## src/hdl/button_debounce_long_press_assert.svh

```systemverilog
// ---------------------------------------------------------------------------
// Assertion macros for the button debouncer
// Concurrent checks sampled on clk and disabled while arst_n is low.
// ---------------------------------------------------------------------------
`ifndef BUTTON_DEBOUNCE_LONG_PRESS_ASSERT_SVH
`define BUTTON_DEBOUNCE_LONG_PRESS_ASSERT_SVH

// same-cycle implication
`define BDLP_ASSERT_SAME(lbl, ante, cons, msg) \
	lbl: assert property (@(posedge clk) disable iff (!arst_n) (ante) |-> (cons)) \
		else $error(msg);

// next-cycle implication
`define BDLP_ASSERT_NEXT(lbl, ante, cons, msg) \
	lbl: assert property (@(posedge clk) disable iff (!arst_n) (ante) |=> (cons)) \
		else $error(msg);

`endif

```

## src/hdl/bdlp_pkg.sv

```systemverilog
// ---------------------------------------------------------------------------
// bdlp_pkg
// Beat types, codes and reset values shared by the debouncer modules.
// ---------------------------------------------------------------------------
package bdlp_pkg;

	// item opcodes
	localparam logic OP_POLL  = 1'b0;
	localparam logic OP_CLEAR = 1'b1;

	// register indexes
	localparam logic REG_DEBOUNCE   = 1'b0;
	localparam logic REG_LONG_PRESS = 1'b1;

	localparam logic [31:0] DEBOUNCE_RESET   = 32'd20;
	localparam logic [31:0] LONG_PRESS_RESET = 32'd1000;

	typedef enum logic [1:0] {
		MODE_IDLE       = 2'd0,
		MODE_PRESS_DB   = 2'd1,
		MODE_PRESSED    = 2'd2,
		MODE_RELEASE_DB = 2'd3
	} mode_t;

	typedef struct packed {
		logic        op;
		logic [31:0] now_ms;
		logic        pin_level;
	} in_item_t;

	typedef struct packed {
		logic       event_pending;
		logic       event_long;
		logic [1:0] debounce_state;
	} out_item_t;

	typedef struct packed {
		logic [31:0] debounce_time;
		logic [31:0] long_press_time;
	} cfg_t;

endpackage

```

## src/hdl/button_debounce_long_press.sv

```systemverilog
// ---------------------------------------------------------------------------
// button_debounce_long_press
// Push-button debouncer with long-press detection, one result per item.
// ---------------------------------------------------------------------------
// Usage:
//   Input channel (in_valid / in_stall / in_data) carries poll beats with a
//   millisecond timestamp and the raw active-low pin, or a clear beat that
//   drops the pending event flag. Every input beat yields exactly one
//   output beat (out_valid / out_stall / out_data) with the flags and the
//   debounce state after that item.
//   Path: an accepted beat lands in the input register, and its result
//   moves into the output register once the output beat is not held by
//   out_stall; out_valid is driven by the output register.
//   Throughput: one item per cycle unless out_stall holds the output;
//   the state machine and its single subtract-and-compare per timer sit
//   between both registers; the next item sees the new state without a bubble.
//   Stall: when the output beat is held by out_stall the input register
//   keeps its item and in_stall rises only if that register is occupied.
//   Reset: state idle, timestamps zero, flags clear, debounce_time 20 and
//   long_press_time 1000. The user must write timing registers via cfg_we
//   only while no items are in flight; the block does not enforce this.
// ---------------------------------------------------------------------------
module button_debounce_long_press (
	input  logic                clk,
	input  logic                arst_n,
	input  logic                cfg_we,
	input  logic                cfg_index,
	input  logic [31:0]         cfg_data,
	input  logic                in_valid,
	output logic                in_stall,
	input  bdlp_pkg::in_item_t  in_data,
	output logic                out_valid,
	input  logic                out_stall,
	output bdlp_pkg::out_item_t out_data
);
	import bdlp_pkg::*;

	cfg_t      cfg;
	in_item_t  data_s1;
	logic      valid_s1;
	out_item_t data_s2;
	logic      valid_s2;
	out_item_t result;
	logic      hold;     // output beat waiting on the receiver
	logic      advance;  // s1 item moves into the output register

	bdlp_cfg_regs u_cfg (
		.clk       (clk),
		.arst_n    (arst_n),
		.cfg_we    (cfg_we),
		.cfg_index (cfg_index),
		.cfg_data  (cfg_data),
		.cfg       (cfg)
	);

	assign hold     = valid_s2 && out_stall;
	assign advance  = valid_s1 && !hold;
	assign in_stall = valid_s1 && hold;

	// input register
	always_ff @(posedge clk or negedge arst_n) begin
		if (!arst_n) begin
			valid_s1 <= 1'b0;
		end else if (!in_stall) begin
			valid_s1 <= in_valid;
		end
	end

	always_ff @(posedge clk) begin
		if (in_valid && !in_stall) begin
			data_s1 <= in_data;
		end
	end

	// state machine commits exactly when its result is captured
	bdlp_fsm u_fsm (
		.clk    (clk),
		.arst_n (arst_n),
		.step   (advance),
		.item   (data_s1),
		.cfg    (cfg),
		.result (result)
	);

	// output register
	always_ff @(posedge clk or negedge arst_n) begin
		if (!arst_n) begin
			valid_s2 <= 1'b0;
		end else if (!hold) begin
			valid_s2 <= valid_s1;
		end
	end

	always_ff @(posedge clk) begin
		if (advance) begin
			data_s2 <= result;
		end
	end

	assign out_valid = valid_s2;
	assign out_data  = data_s2;

`include "button_debounce_long_press_assert.svh"

	// an unblocked s1 item always lands in the output register
	`BDLP_ASSERT_NEXT(a_forward, advance, valid_s2, "s1 beat lost on advance")
	// a taken output beat with nothing behind it empties the register
	`BDLP_ASSERT_NEXT(a_drain, valid_s2 && !out_stall && !valid_s1, !valid_s2,
		"output beat repeated")
	// a clear beat always reports no pending event
	`BDLP_ASSERT_NEXT(a_clear, advance && data_s1.op == OP_CLEAR, !data_s2.event_pending,
		"clear beat left event pending")

endmodule

```

## src/hdl/bdlp_cfg_regs.sv

```systemverilog
// ---------------------------------------------------------------------------
// bdlp_cfg_regs
// Timing registers, written through a plain write port.
// ---------------------------------------------------------------------------
module bdlp_cfg_regs (
	input  logic         clk,
	input  logic         arst_n,
	input  logic         cfg_we,
	input  logic         cfg_index,
	input  logic [31:0]  cfg_data,
	output bdlp_pkg::cfg_t cfg
);
	import bdlp_pkg::*;

	cfg_t cfg_q;

	always_ff @(posedge clk or negedge arst_n) begin
		if (!arst_n) begin
			cfg_q.debounce_time   <= DEBOUNCE_RESET;
			cfg_q.long_press_time <= LONG_PRESS_RESET;
		end else if (cfg_we) begin
			unique case (cfg_index)
				REG_DEBOUNCE:   cfg_q.debounce_time   <= cfg_data;
				REG_LONG_PRESS: cfg_q.long_press_time <= cfg_data;
				default:        ;
			endcase
		end
	end

	assign cfg = cfg_q;

endmodule

```

## src/hdl/bdlp_fsm.sv

```systemverilog
// ---------------------------------------------------------------------------
// bdlp_fsm
// Debounce state machine with hold timing; updates once per stepped beat.
// ---------------------------------------------------------------------------
module bdlp_fsm (
	input  logic                clk,
	input  logic                arst_n,
	input  logic                step,
	input  bdlp_pkg::in_item_t  item,
	input  bdlp_pkg::cfg_t      cfg,
	output bdlp_pkg::out_item_t result
);
	import bdlp_pkg::*;

	mode_t       mode_q, mode_d;
	logic [31:0] change_time_q, change_time_d;
	logic [31:0] press_time_q, press_time_d;
	logic        event_q, event_d;
	logic        long_q, long_d;

	logic [31:0] since_change;
	logic [31:0] held_for;
	logic        elapsed;
	logic        is_long;
	logic        down;

	always_ff @(posedge clk or negedge arst_n) begin
		if (!arst_n) begin
			mode_q        <= MODE_IDLE;
			change_time_q <= '0;
			press_time_q  <= '0;
			event_q       <= 1'b0;
			long_q        <= 1'b0;
		end else if (step) begin
			mode_q        <= mode_d;
			change_time_q <= change_time_d;
			press_time_q  <= press_time_d;
			event_q       <= event_d;
			long_q        <= long_d;
		end
	end

	// wrapping elapsed times
	assign since_change = item.now_ms - change_time_q;
	assign held_for     = item.now_ms - press_time_q;
	assign elapsed      = since_change >= cfg.debounce_time;
	assign is_long      = held_for >= cfg.long_press_time;
	assign down         = !item.pin_level;

	always_comb begin
		mode_d        = mode_q;
		change_time_d = change_time_q;
		press_time_d  = press_time_q;
		event_d       = event_q;
		long_d        = long_q;
		if (item.op == OP_CLEAR) begin
			event_d = 1'b0;
		end else begin
			unique case (mode_q)
				MODE_IDLE: begin
					if (down) begin
						mode_d        = MODE_PRESS_DB;
						change_time_d = item.now_ms;
					end
				end
				MODE_PRESS_DB: begin
					if (elapsed) begin
						if (down) begin
							mode_d       = MODE_PRESSED;
							press_time_d = item.now_ms;
						end else begin
							mode_d = MODE_IDLE;
						end
					end
				end
				MODE_PRESSED: begin
					if (!down) begin
						mode_d        = MODE_RELEASE_DB;
						change_time_d = item.now_ms;
					end
				end
				MODE_RELEASE_DB: begin
					// bounce back to pressed keeps the original press time
					if (elapsed) begin
						if (!down) begin
							long_d  = is_long;
							event_d = 1'b1;
							mode_d  = MODE_IDLE;
						end else begin
							mode_d = MODE_PRESSED;
						end
					end
				end
				default: mode_d = MODE_IDLE;
			endcase
		end
	end

	assign result.event_pending  = event_d;
	assign result.event_long     = long_d;
	assign result.debounce_state = mode_d;

endmodule
```

## config.mk

```make
export PLATFORM = sky130hd
export DESIGN_NAME = button_debounce_long_press
export DESIGN_NICKNAME = d
export VERILOG_FILES = /design/src/hdl/bdlp_pkg.sv /design/src/hdl/button_debounce_long_press.sv /design/src/hdl/bdlp_cfg_regs.sv /design/src/hdl/bdlp_fsm.sv
export VERILOG_INCLUDE_DIRS = /design/src /design/src/hdl
export SDC_FILE = /design/constraint.sdc
export NUM_CORES = 1
export LEC_CHECK = 0
export BUFFER_PORTS_ARGS = -buffer_cell sky130_fd_sc_hd__buf_2
export CAP_MARGIN = 20
export CORE_ASPECT_RATIO = 0.7
export CORE_MARGIN = 5
export CORE_UTILIZATION = 30
export DETAILED_ROUTE_END_ITERATION = 10
export GPL_TIMING_DRIVEN = 0
export SLEW_MARGIN = 20
export SYNTH_ARGS = -nofsm -noshare
export SYNTH_HDL_FRONTEND = slang
export SYNTH_SLANG_ARGS = --single-unit
```

## constraint.sdc

```tcl
create_clock -name clk -period 6.63 [get_ports clk]
set_input_delay 0.663 -clock clk [delete_from_list [all_inputs] [get_ports clk]]
set_output_delay 0.663 -clock clk [all_outputs]
set_load 0.01 [all_outputs]
```

==> run metrics, run 1 <==
outcome finished clean; count of port buffers added during placement 77; root buffer cell sky130_fd_sc_hd__clkbuf_16; HPWL reported at the end of detailed placement 21950 µm; headroom to the max-slew limit 43.29%; number of nets with antenna violations after detailed routing 0; GR Util All Layers 13.91%; number of iterations in the first detailed-routing pass 5; pin count of the biggest net entering global routing 71; number of primary I/O pins 78; P per Cell Area 438.9 nW/µm²; Critical Path Sink u_fsm.press_time_q[19]; Synth cell types 67; arrival time reported for the critical path endpoint 6.69 ns; worst setup margin 0.2699 ns; slew at the pin closest to its max-slew limit 0.8506 ns; number of buffers created by CTS 17; Die X-Extent 239.4 µm; post-synthesis sequential element count 172; worst reg2reg startpoint data_s1[1]; worst-path fanout max 10; cts repair resizes 0; area leader, netlist sky130_fd_sc_hd__dfrtp_1; aggregate negative setup slack 0 ns; top post-synthesis cells by area sky130_fd_sc_hd__dfrtp_1 29%, sky130_fd_sc_hd__ha_1 14%, sky130_fd_sc_hd__edfxtp_1 10%, sky130_fd_sc_hd__inv_1 5.2%, sky130_fd_sc_hd__a21o_1 4.3%; Area growth, synth to finish 14.75%; length in cells of the worst reg-to-reg path 24; floorplan die area 40840 µm²; sort of element at the start of the critical path register; endpoint type of the worst setup path register; highest clock rate 0.1572 GHz; total count of hold-check failures in the final report 0; count of yosys warnings during synthesis 0; Remaining Overflow, GRT 0; commonest non-fill, non-tap cell in the layout sky130_fd_sc_hd__inv_1; Max Cap Violations 0; number of standard-cell rows in the floorplan 58; register-to-register path setup slack 0.27 ns; Leak 6.103 nW; clock tree from TritonCTS done; commonest non-fill, non-tap cells in the layout 152 x sky130_fd_sc_hd__inv_1, 126 x sky130_fd_sc_hd__ha_1, 126 x sky130_fd_sc_hd__dfrtp_1; per-instance average area after synthesis 10.04 µm²; drt total wl 28030 µm; dominant synthesized flop cell sky130_fd_sc_hd__dfrtp_1; core region area 36140 µm²; DP Cell Count 1660; post-place setup slack 0.3597 ns; NumNets Final 1401; DRC violations left 0; sequential fraction of the synthesis area 40.75%; ratio of routed vias to standard cells 4.848; post-DR wirelength/cell 16.55 µm; share of the synthesized area in the top cell type 28.53%; number of clock sinks seen by CTS 172; final clock skew 0.01768 ns; via count of the first global-routing pass 7914; worst setup path class register to register; CP Data Required Time 6.96 ns; maximum ir drop on the vdd rail 0.2236 mV; fraction of layout instances using a drive strength above 1 17.30%; starting utilization of the core area 30.58%; first-pass GRT wire length 44130 µm; Post-Syn Nets 1301; Worst-Skew Late Latency 0.46 ns; starting DRC count in detailed routing 603; total number of vias 8212; filler-free cell count of the finished design 1694; overall power 0.005566 W; Inserted Diodes 0; Critical path origin data_s1[1]; Hold Buf Count CTS 0; antenna violations before repair 4; reg-to-reg critical path endpoint u_fsm.press_time_q[19]; clock transition at the register clock pins on the worst setup and hold paths after CTS 0.07 ns; Die Span Y 170.6 µm; cells after synthesis 1101; final weighted congestion in routability-driven placement 0.8663; H-tree level count 4; final critical-path share of the clock period 95.93%; final critical-path required period 6.360 ns; final setup violation count 0; EDFF count, synth 38; netlist area before placement 11050 µm²; Max clock buf depth 2; fraction of registers with async set/reset 77.91%; number of pins with negative max-slew slack in the final report 0; class of the tightest hold or removal check input port to asynchronous set/reset pin
## Yosys cell counts (all sizes together) (15+ instances only)
cell,number
dfrtp,126
a21o,63
clkbuf,15
inv,152
mux2,70
nand2,101
a21oi,63
nor2,35
ha,126
xnor2,32
o21ai,96
xor2,20
edfxtp,38
nand3,16
## sequential cells by signal (all words and copies together) (netlist names)
signal	flops
u_cfg.cfg	64
out_valid	1
u_fsm.press_time_q	32
u_fsm.change_time_q	32
u_fsm.mode_q	2
valid_s1	1
u_fsm.long_q	1
data_s1	34
u_fsm.event_q	1
out_data	4
## stage by stage
| stage | utilization (%) | instance area, µm² | hold slack (ns) |
|---|---|---|---|
| after floorplan | - | 11050 | 0.3674 |
| after global placement | 33.31 | 12040 | 0.4597 |
| after detailed placement | 33.48 | 12100 | 0.4656 |
| after CTS | 35.05 | 12670 | 0.1829 |
| after global routing | 35.10 | 12680 | 0.2201 |
| final | 35.10 | 12680 | 0.1855 |
## logic make-up (layout without fill, tap and decap cells)
logic type,count (synthesis),count (layout),share of synthesized area (%)
AOI/OAI and AO/OA,287,287,16.78
xor gates and xnor gates,52,52,4.120
adders and majority gates,128,128,14.63
buffers and inverters,174,287,6.418
DFF,172,172,40.75
muxes,71,71,8.241
and+or+nand+nor,217,217,9.068
## worst min path at each step
stage                             start                       to  cells after the start
after floorplan                  arst_n                out_valid                      0
after detailed placement  u_fsm.event_q            u_fsm.event_q                      1
after global placement    u_fsm.event_q            u_fsm.event_q                      1
after CTS                        arst_n   u_fsm.change_time_q[9]                      1
after global routing             arst_n  u_fsm.change_time_q[10]                      1
final                            arst_n    u_fsm.press_time_q[9]                      1
## critical path, stage by stage (launching register included)
cell,delay (ns)
sky130_fd_sc_hd__edfxtp_1,0.41
sky130_fd_sc_hd__inv_1,0.10
sky130_fd_sc_hd__ha_1,0.18
sky130_fd_sc_hd__inv_1,0.06
sky130_fd_sc_hd__fa_1,0.40
sky130_fd_sc_hd__a21o_1,0.17
sky130_fd_sc_hd__a21o_1,0.24
sky130_fd_sc_hd__a2111oi_4,0.53
sky130_fd_sc_hd__nor4_1,0.18
sky130_fd_sc_hd__o21ai_2,0.31
sky130_fd_sc_hd__nor3_1,0.19
sky130_fd_sc_hd__o41ai_2,0.35
sky130_fd_sc_hd__buf_4,0.18
sky130_fd_sc_hd__mux2i_1,0.20
sky130_fd_sc_hd__o2111ai_1,0.15
sky130_fd_sc_hd__ha_1,0.33
sky130_fd_sc_hd__nand4_1,0.15
sky130_fd_sc_hd__or3_1,0.41
sky130_fd_sc_hd__nor3_1,0.27
sky130_fd_sc_hd__a21oi_2,0.16
sky130_fd_sc_hd__or3_4,0.41
sky130_fd_sc_hd__or2_1,0.23
sky130_fd_sc_hd__buf_6,0.15
sky130_fd_sc_hd__buf_12,0.15
sky130_fd_sc_hd__mux2_4,0.30
## metal layers
layer | global-route usage, % | wire, µm | vias to the layer above
li1 | - | - | 4050
met1 | 21.67 | 15230 | 3940
met2 | 18.86 | 10850 | 183
met3 | 3.239 | 1463 | 35
met4 | 4.166 | 467 | 4
met5 | 0 | 21 | -
## report_power, final
part           internal, W  switching, W  leakage, nW  total, W
Combinational      0.00140       0.00171         3.82   0.00311
Clock             0.000506      0.000494        0.282   0.00100
Sequential         0.00134      0.000113         2.00   0.00146
## area by class of cell
type                            instances  area, µm²
Fill cell                            3683      23460
Sequential cell                       172       4504
Multi-Input combinational cell        755       5841
Clock inverter                         14      131.4
Clock buffer                           18      439.2
Tap cell                              480      600.6
Timing Repair Buffer                   81      457.9
Inverter                              152      570.5
Buffer                                 22      138.9
## timing repair
action / CTS / global route
endpoints found under the setup margin: 0 / 30
setup buffers: 0 / 2
endpoints found under the hold margin: 0 / 0
Power figures use the tool's default switching activity.
==> run 2, diff against run 1 <==
Settings changed: CORE_UTILIZATION 30 to 62, PLACE_DENSITY set to 0.82.
==> run metrics, run 2 (same netlist as run 1, synthesis figures left out) <==
Area growth, synth to finish 11.80%; aggregate negative setup slack 0 ns (unchanged); commonest non-fill, non-tap cell in the layout sky130_fd_sc_hd__inv_1; first-pass GRT wire length 43180 µm (-2.2%); kind of cell adding the most delay to the critical path compound AO/OA/AOI/OAI gates; class of the tightest hold or removal check input port to asynchronous set/reset pin; headroom to the max-slew limit 48.76% (+5.5 points); worst setup path class register to register; GR Util All Layers 26.63% (+13 points); total internal power 0.003274 W (+0.75%); final critical-path required period 6.265 ns (-0.09515 ns); unrepaired setup endpoints after global routing false; slowest stage cell, crit path sky130_fd_sc_hd__o41ai_2; clock tree from TritonCTS done; maximum ir drop on the vdd rail 0.2033 mV (-9.0%); final clock skew 0.01317 ns (-0.004508 ns); number of nets with antenna violations after detailed routing 0 (unchanged); floorplan die area 20640 µm² (-49%); CP Cell Sequence inv_1 -> ha_1 -> inv_1 -> fa_1 -> a21o_1 -> a21o_1 -> a2111oi_4 -> nor4_1 -> o21ai_2 -> nor3_1 -> o41ai_2 -> mux2i_1 -> o2111ai_1 -> ha_1 -> nand4_1 -> or3_1 -> nor3_2 -> a21oi_2 -> or3_4 -> or2_1 -> buf_6 -> buf_12 -> mux2_4; outcome finished clean; power share of the combinational group 56.2% (+0.3 points); Hold Buf Count CTS 0 (unchanged); ratio of routed vias to standard cells 5.921 (+22%); Inserted Diodes 0 (unchanged); switching component of the power 0.002305 W (-0.50%); worst setup margin 0.3650 ns (+0.09515 ns); Max clock buf depth 2 (unchanged); Die Span Y 121.7 µm (-29%); DRC violations left 0 (unchanged); CP Data Required Time 6.95 ns (about the same); arrival time reported for the critical path endpoint 6.59 ns (-0.10 ns); commonest non-fill, non-tap cells in the layout 152 x sky130_fd_sc_hd__inv_1, 126 x sky130_fd_sc_hd__ha_1, 126 x sky130_fd_sc_hd__dfrtp_1; number of standard-cell rows in the floorplan 40 (-31%); Clk network pwr share 17.5% (-0.5 points); root buffer cell sky130_fd_sc_hd__clkbuf_16; Final Util 71.36% (+36 points); sort of element at the start of the critical path register; Max Cap Violations 0 (unchanged); NumNets Final 1399 (-0.14%); final critical-path share of the clock period 94.49% (-1.4 points); number of buffers created by CTS 17 (unchanged); total count of hold-check failures in the final report 0 (unchanged); filler-free cell count of the finished design 1443 (-15%); H-tree level count 4 (unchanged); starting DRC count in detailed routing 882 (+46%); number of pins with negative max-slew slack in the final report 0 (unchanged); Die X-Extent 169.6 µm (-29%); pin count of the biggest net entering global routing 87 (+23%); post-DR wirelength/cell 18.56 µm (+12%); number of buffers and inverters on the critical path 4 (-1); via count of the first global-routing pass 8553 (+8.1%); endpoint type of the worst setup path register; number of clock sinks seen by CTS 172 (unchanged); sw frac 41.32% (-0.30 points); post-place setup slack 0.3754 ns (+0.01568 ns); final setup violation count 0 (unchanged); starting utilization of the core area 63.83% (+33 points); slew at the pin closest to its max-slew limit 0.7686 ns (-0.08207 ns); worst-path fanout max 10 (unchanged); core region area 17320 µm² (-52%); clock transition at the register clock pins on the worst setup and hold paths after CTS 0.07 ns (about the same); Worst-Skew Late Latency 0.45 ns (about the same); number of primary I/O pins 78 (unchanged); highest clock rate 0.1596 GHz (+1.5%); fraction of layout instances using a drive strength above 1 17.16% (-0.14 points); drt total wl 26780 µm (-4.5%); final weighted congestion in routability-driven placement 1.028 (+19%); total number of vias 8544 (+4.0%); Remaining Overflow, GRT 0 (unchanged); number of flip-flops under the largest register name 64 (unchanged); count of port buffers added during placement 77 (unchanged); Leak 6.080 nW (-0.39%); HPWL reported at the end of detailed placement 20280 µm (-7.6%); antenna violations before repair 0 (-4); delay of the slowest critical-path stage 0.46 ns (-0.07 ns); P per Cell Area 451.5 nW/µm² (+2.9%); Flop pwr share 26.3% (about the same); number of iterations in the first detailed-routing pass 5 (unchanged); DP Cell Count 1411 (-15%)
[run 2: cell count changes in the layout (fill, tap and decap cells not counted), sizes merged]
| cell | before | now |
|---|---|---|
| buf | 88 | 86 |
| bufinv | 0 | 1 |
| clkinv | 6 | 4 |
| clkinvlp | 1 | 4 |
| inv | 159 | 157 |
[run 2: cell type report]
class / instances / area [µm²]
clock buffer: 18 / 429.2
fill: 1270 / 4960
sequential: 172 / 4504
clock inverter: 14 / 136.4
inverter: 152 / 570.5
multi-input combinational: 755 / 5846
buffer: 22 / 138.9
tap: 231 / 289.0
timing repair buffer: 79 / 442.9
[run 2: power by group through the flow]
stage | Clock [W] | Sequential [W] | Combinational, W
floorplan | 0 | 0.00145 | 0.00233
global placement | 0 | 0.00147 | 0.00290
detailed placement | 0 | 0.00148 | 0.00303
CTS | 0.000987 | 0.00146 | 0.00307
global route | 0.00103 | 0.00149 | 0.00348
finish | 0.000979 | 0.00147 | 0.00313
[run 2: metal layers]
metal	GRT usage, %	vias to the layer above	wire length [µm]
met1	39.27	4068	12710
met3	8.628	60	2729
li1	-	4047	-
met4	8.597	0	518
met5	0	-	0
met2	37.09	369	10820
[run 2: timing repair]
item,in CTS,in global routing
setup buffers,0,0
setup endpoints to repair,0,30
gates resized for setup,0,1
[run 2: per-stage QoR]
stage               total power (W)  hold WS [ns]  cell area (µm²)
floorplan                  0.003777        0.3674            11050
global placement           0.004371        0.4595            11730
detailed placement         0.004504        0.4851            11790
CTS                        0.005525        0.1195            12350
global route               0.006002        0.1293            12360
finish                     0.005579        0.1057            12360
[run 2: path summary, 6_finish.rpt]
path	from	to	slack, ns	cells after the start
setup / recovery	data_s1[1]	u_fsm.press_time_q[21]	0.37	23
min in group clk	in_data[15]	data_s1[15]	0.39	1
hold / removal	arst_n	u_fsm.press_time_q[4]	0.11	1
hold reg to reg	u_fsm.event_q	u_fsm.event_q	0.49	1
setup reg to reg	data_s1[1]	u_fsm.press_time_q[21]	0.37	23
max in group asynchronous	arst_n	u_cfg.cfg[23]	5.75	2
==> run 3, diff against run 2 <==
Clock period 6.63 ns to 6.2 ns, I/O delays scaled along.
==> run metrics, run 3 (same netlist as run 1, synthesis figures left out) <==
outcome finished clean; number of stages on the worst setup path 23 (unchanged); Flop pwr share 26.1% (-0.2 points); NumNets Final 1402 (+0.21%); number of standard-cell rows in the floorplan 40 (unchanged); P per Cell Area 485.5 nW/µm² (+7.5%); commonest non-fill, non-tap cell in the layout sky130_fd_sc_hd__inv_1; number of flip-flops under the largest register name 64 (unchanged); arrival time reported for the critical path endpoint 6.32 ns (-0.27 ns); Remaining Overflow, GRT 0 (unchanged); aggregate negative setup slack 0 ns (unchanged); antenna violations before repair 0 (unchanged); worst-path fanout max 10 (unchanged); sort of element at the start of the critical path register; class of the tightest hold or removal check input port to asynchronous set/reset pin; clock tree from TritonCTS done; pin count of the biggest net entering global routing 87 (unchanged); worst setup margin 0.2042 ns (-0.1609 ns); maximum ir drop on the vdd rail 0.2183 mV (+7.4%); starting DRC count in detailed routing 943 (+6.9%); commonest non-fill, non-tap cells in the layout 152 x sky130_fd_sc_hd__inv_1, 126 x sky130_fd_sc_hd__ha_1, 126 x sky130_fd_sc_hd__dfrtp_1; HPWL reported at the end of detailed placement 20280 µm (unchanged); number of buffers created by CTS 17 (unchanged); headroom to the max-slew limit 47.94% (-0.82 points); clock transition at the register clock pins on the worst setup and hold paths after CTS 0.07 ns (about the same); total number of vias 8598 (+0.63%); kind of cell adding the most delay to the critical path compound AO/OA/AOI/OAI gates; root buffer cell sky130_fd_sc_hd__clkbuf_16; number of buffers and inverters on the critical path 4 (unchanged); final critical-path share of the clock period 96.71% (+2.2 points); register-to-register path setup slack 0.20 ns (-0.16 ns); final critical-path required period 5.996 ns (-0.2691 ns); core region area 17320 µm² (unchanged); number of nets with antenna violations after detailed routing 0 (unchanged); power share of the combinational group 56.5% (+0.3 points); number of primary I/O pins 78 (unchanged); length in cells of the worst reg-to-reg path 23 (unchanged); Worst-Skew Late Latency 0.45 ns (about the same); Critical Path Sink u_fsm.press_time_q[21]; final clock skew 0.01753 ns (+0.004365 ns); GR Util All Layers 26.63% (unchanged); drt total wl 26950 µm (+0.63%); Inserted Diodes 0 (unchanged); endpoint type of the worst setup path register; reg-to-reg critical path endpoint u_fsm.press_time_q[21]; number of clock sinks seen by CTS 172 (unchanged); ratio of routed vias to standard cells 5.946 (+0.42%); Clk network pwr share 17.4% (about the same); post-DR wirelength/cell 18.63 µm (+0.42%); highest clock rate 0.1668 GHz (+4.5%); number of iterations in the first detailed-routing pass 6 (+1); total internal power 0.003523 W (+7.6%); final setup violation count 0 (unchanged); delay of the slowest critical-path stage 0.48 ns (+0.02 ns); fraction of layout instances using a drive strength above 1 17.53% (+0.37 points); CP Data Required Time 6.52 ns (-0.43 ns); Leak 6.111 nW (+0.51%); DRC violations left 0 (unchanged); H-tree level count 4 (unchanged); switching component of the power 0.002495 W (+8.2%); total count of hold-check failures in the final report 0 (unchanged); Die X-Extent 169.6 µm (unchanged); sw frac 41.45% (+0.14 points); first-pass GRT wire length 43180 µm (unchanged); Critical path origin data_s1[1]; post-place setup slack -0.05458 ns (-0.4300 ns); number of pins with negative max-slew slack in the final report 0 (unchanged); via count of the first global-routing pass 8553 (unchanged); slew at the pin closest to its max-slew limit 0.7809 ns (+0.01230 ns); Max Cap Violations 0 (unchanged); final weighted congestion in routability-driven placement 1.028 (unchanged); worst setup path class register to register; floorplan die area 20640 µm² (unchanged); Die Span Y 121.7 µm (unchanged); Area growth, synth to finish 12.16%; Max clock buf depth 2 (unchanged); count of port buffers added during placement 77 (unchanged); worst reg2reg startpoint data_s1[1]; slowest stage cell, crit path sky130_fd_sc_hd__o41ai_2; CP Cell Sequence inv_1 -> ha_1 -> inv_1 -> fa_1 -> a21o_1 -> a21o_1 -> a2111oi_4 -> nor4_2 -> o21ai_2 -> nor3_1 -> o41ai_2 -> mux2i_1 -> o2111ai_1 -> ha_1 -> nand4_1 -> or3_4 -> nor3_4 -> a21oi_2 -> or3_4 -> or2_1 -> buf_6 -> buf_12 -> mux2_4; starting utilization of the core area 63.83% (unchanged)
-- run 3: repair_timing --
item	in CTS	in global routing
pin swaps	0	4
gates cloned	0	0
resized for setup	1	3
hold buffers	0	0
endpoints found under the setup margin	30	34
setup buffers	0	3
-- run 3: worst min-delay path by stage --
stage	slack, ns	to	from	depth (start not counted)
floorplan	0.32	out_valid	arst_n	0
global placement	0.46	u_fsm.event_q	u_fsm.event_q	1
detailed placement	0.49	u_fsm.event_q	u_fsm.event_q	1
CTS	0.08	u_fsm.press_time_q[4]	arst_n	1
global route	0.09	u_fsm.press_time_q[4]	arst_n	1
finish	0.06	u_fsm.press_time_q[4]	arst_n	1
-- run 3: routing by layer --
layer	share of wire (%)	routed length (µm)	GRT usage (%)
met4	2.0	536	8.597
met1	48	12810	39.27
met5	0	0	0
met3	9.8	2649	8.628
met2	41	10950	37.09
-- run 3: metrics by stage --
step / power [W] / cell area, µm² / hold WS [ns] / instances / utilization [%]
2_1_floorplan: 0.004039 / 11050 / 0.3244 / 1101 / -
4_1_cts: 0.005909 / 12360 / 0.07655 / 1443 / 71.36
3_3_place_gp: 0.004674 / 11730 / 0.4595 / 1409 / 67.72
6_report: 0.006018 / 12400 / 0.06440 / 1446 / 71.59
3_5_place_dp: 0.004817 / 11790 / 0.4851 / 1411 / 68.06
5_1_grt: 0.006463 / 12400 / 0.08632 / 1446 / 71.59
-- run 3: area by class of cell --
cell class,instances,area (µm²)
multi-input cells,755,5863
fillers,1268,4920
flip-flops and latches,172,4504
inverters,152,570.5
repair buffers,82,465.4
clock buffers,18,429.2
well taps,231,289.0
plain buffers,22,138.9
clock inverters,14,136.4
-- run 3: power groups by stage --
| stage | Sequential (W) | Clock, W | Combinational, W |
|---|---|---|---|
| detailed placement | 0.00158 | 0 | 0.00324 |
| global route | 0.00159 | 0.00110 | 0.00377 |
| finish | 0.00157 | 0.00105 | 0.00340 |
| global placement | 0.00157 | 0 | 0.00310 |
| CTS | 0.00157 | 0.00106 | 0.00329 |
| floorplan | 0.00155 | 0 | 0.00249 |
-- run 3: worst register-to-register path, stage by stage, from the launching register on --
cell and delay (ns):
sky130_fd_sc_hd__edfxtp_1 0.42, sky130_fd_sc_hd__inv_1 0.12, sky130_fd_sc_hd__ha_1 0.18, sky130_fd_sc_hd__inv_1 0.06, sky130_fd_sc_hd__fa_1 0.41, sky130_fd_sc_hd__a21o_1 0.18
sky130_fd_sc_hd__a21o_1 0.25, sky130_fd_sc_hd__a2111oi_4 0.41, sky130_fd_sc_hd__nor4_2 0.14, sky130_fd_sc_hd__o21ai_2 0.25, sky130_fd_sc_hd__nor3_1 0.13, sky130_fd_sc_hd__o41ai_2 0.48
sky130_fd_sc_hd__mux2i_1 0.23, sky130_fd_sc_hd__o2111ai_1 0.13, sky130_fd_sc_hd__ha_1 0.34, sky130_fd_sc_hd__nand4_1 0.13, sky130_fd_sc_hd__or3_4 0.43, sky130_fd_sc_hd__nor3_4 0.19
sky130_fd_sc_hd__a21oi_2 0.14, sky130_fd_sc_hd__or3_4 0.41, sky130_fd_sc_hd__or2_1 0.23, sky130_fd_sc_hd__buf_6 0.15, sky130_fd_sc_hd__buf_12 0.15, sky130_fd_sc_hd__mux2_4 0.30
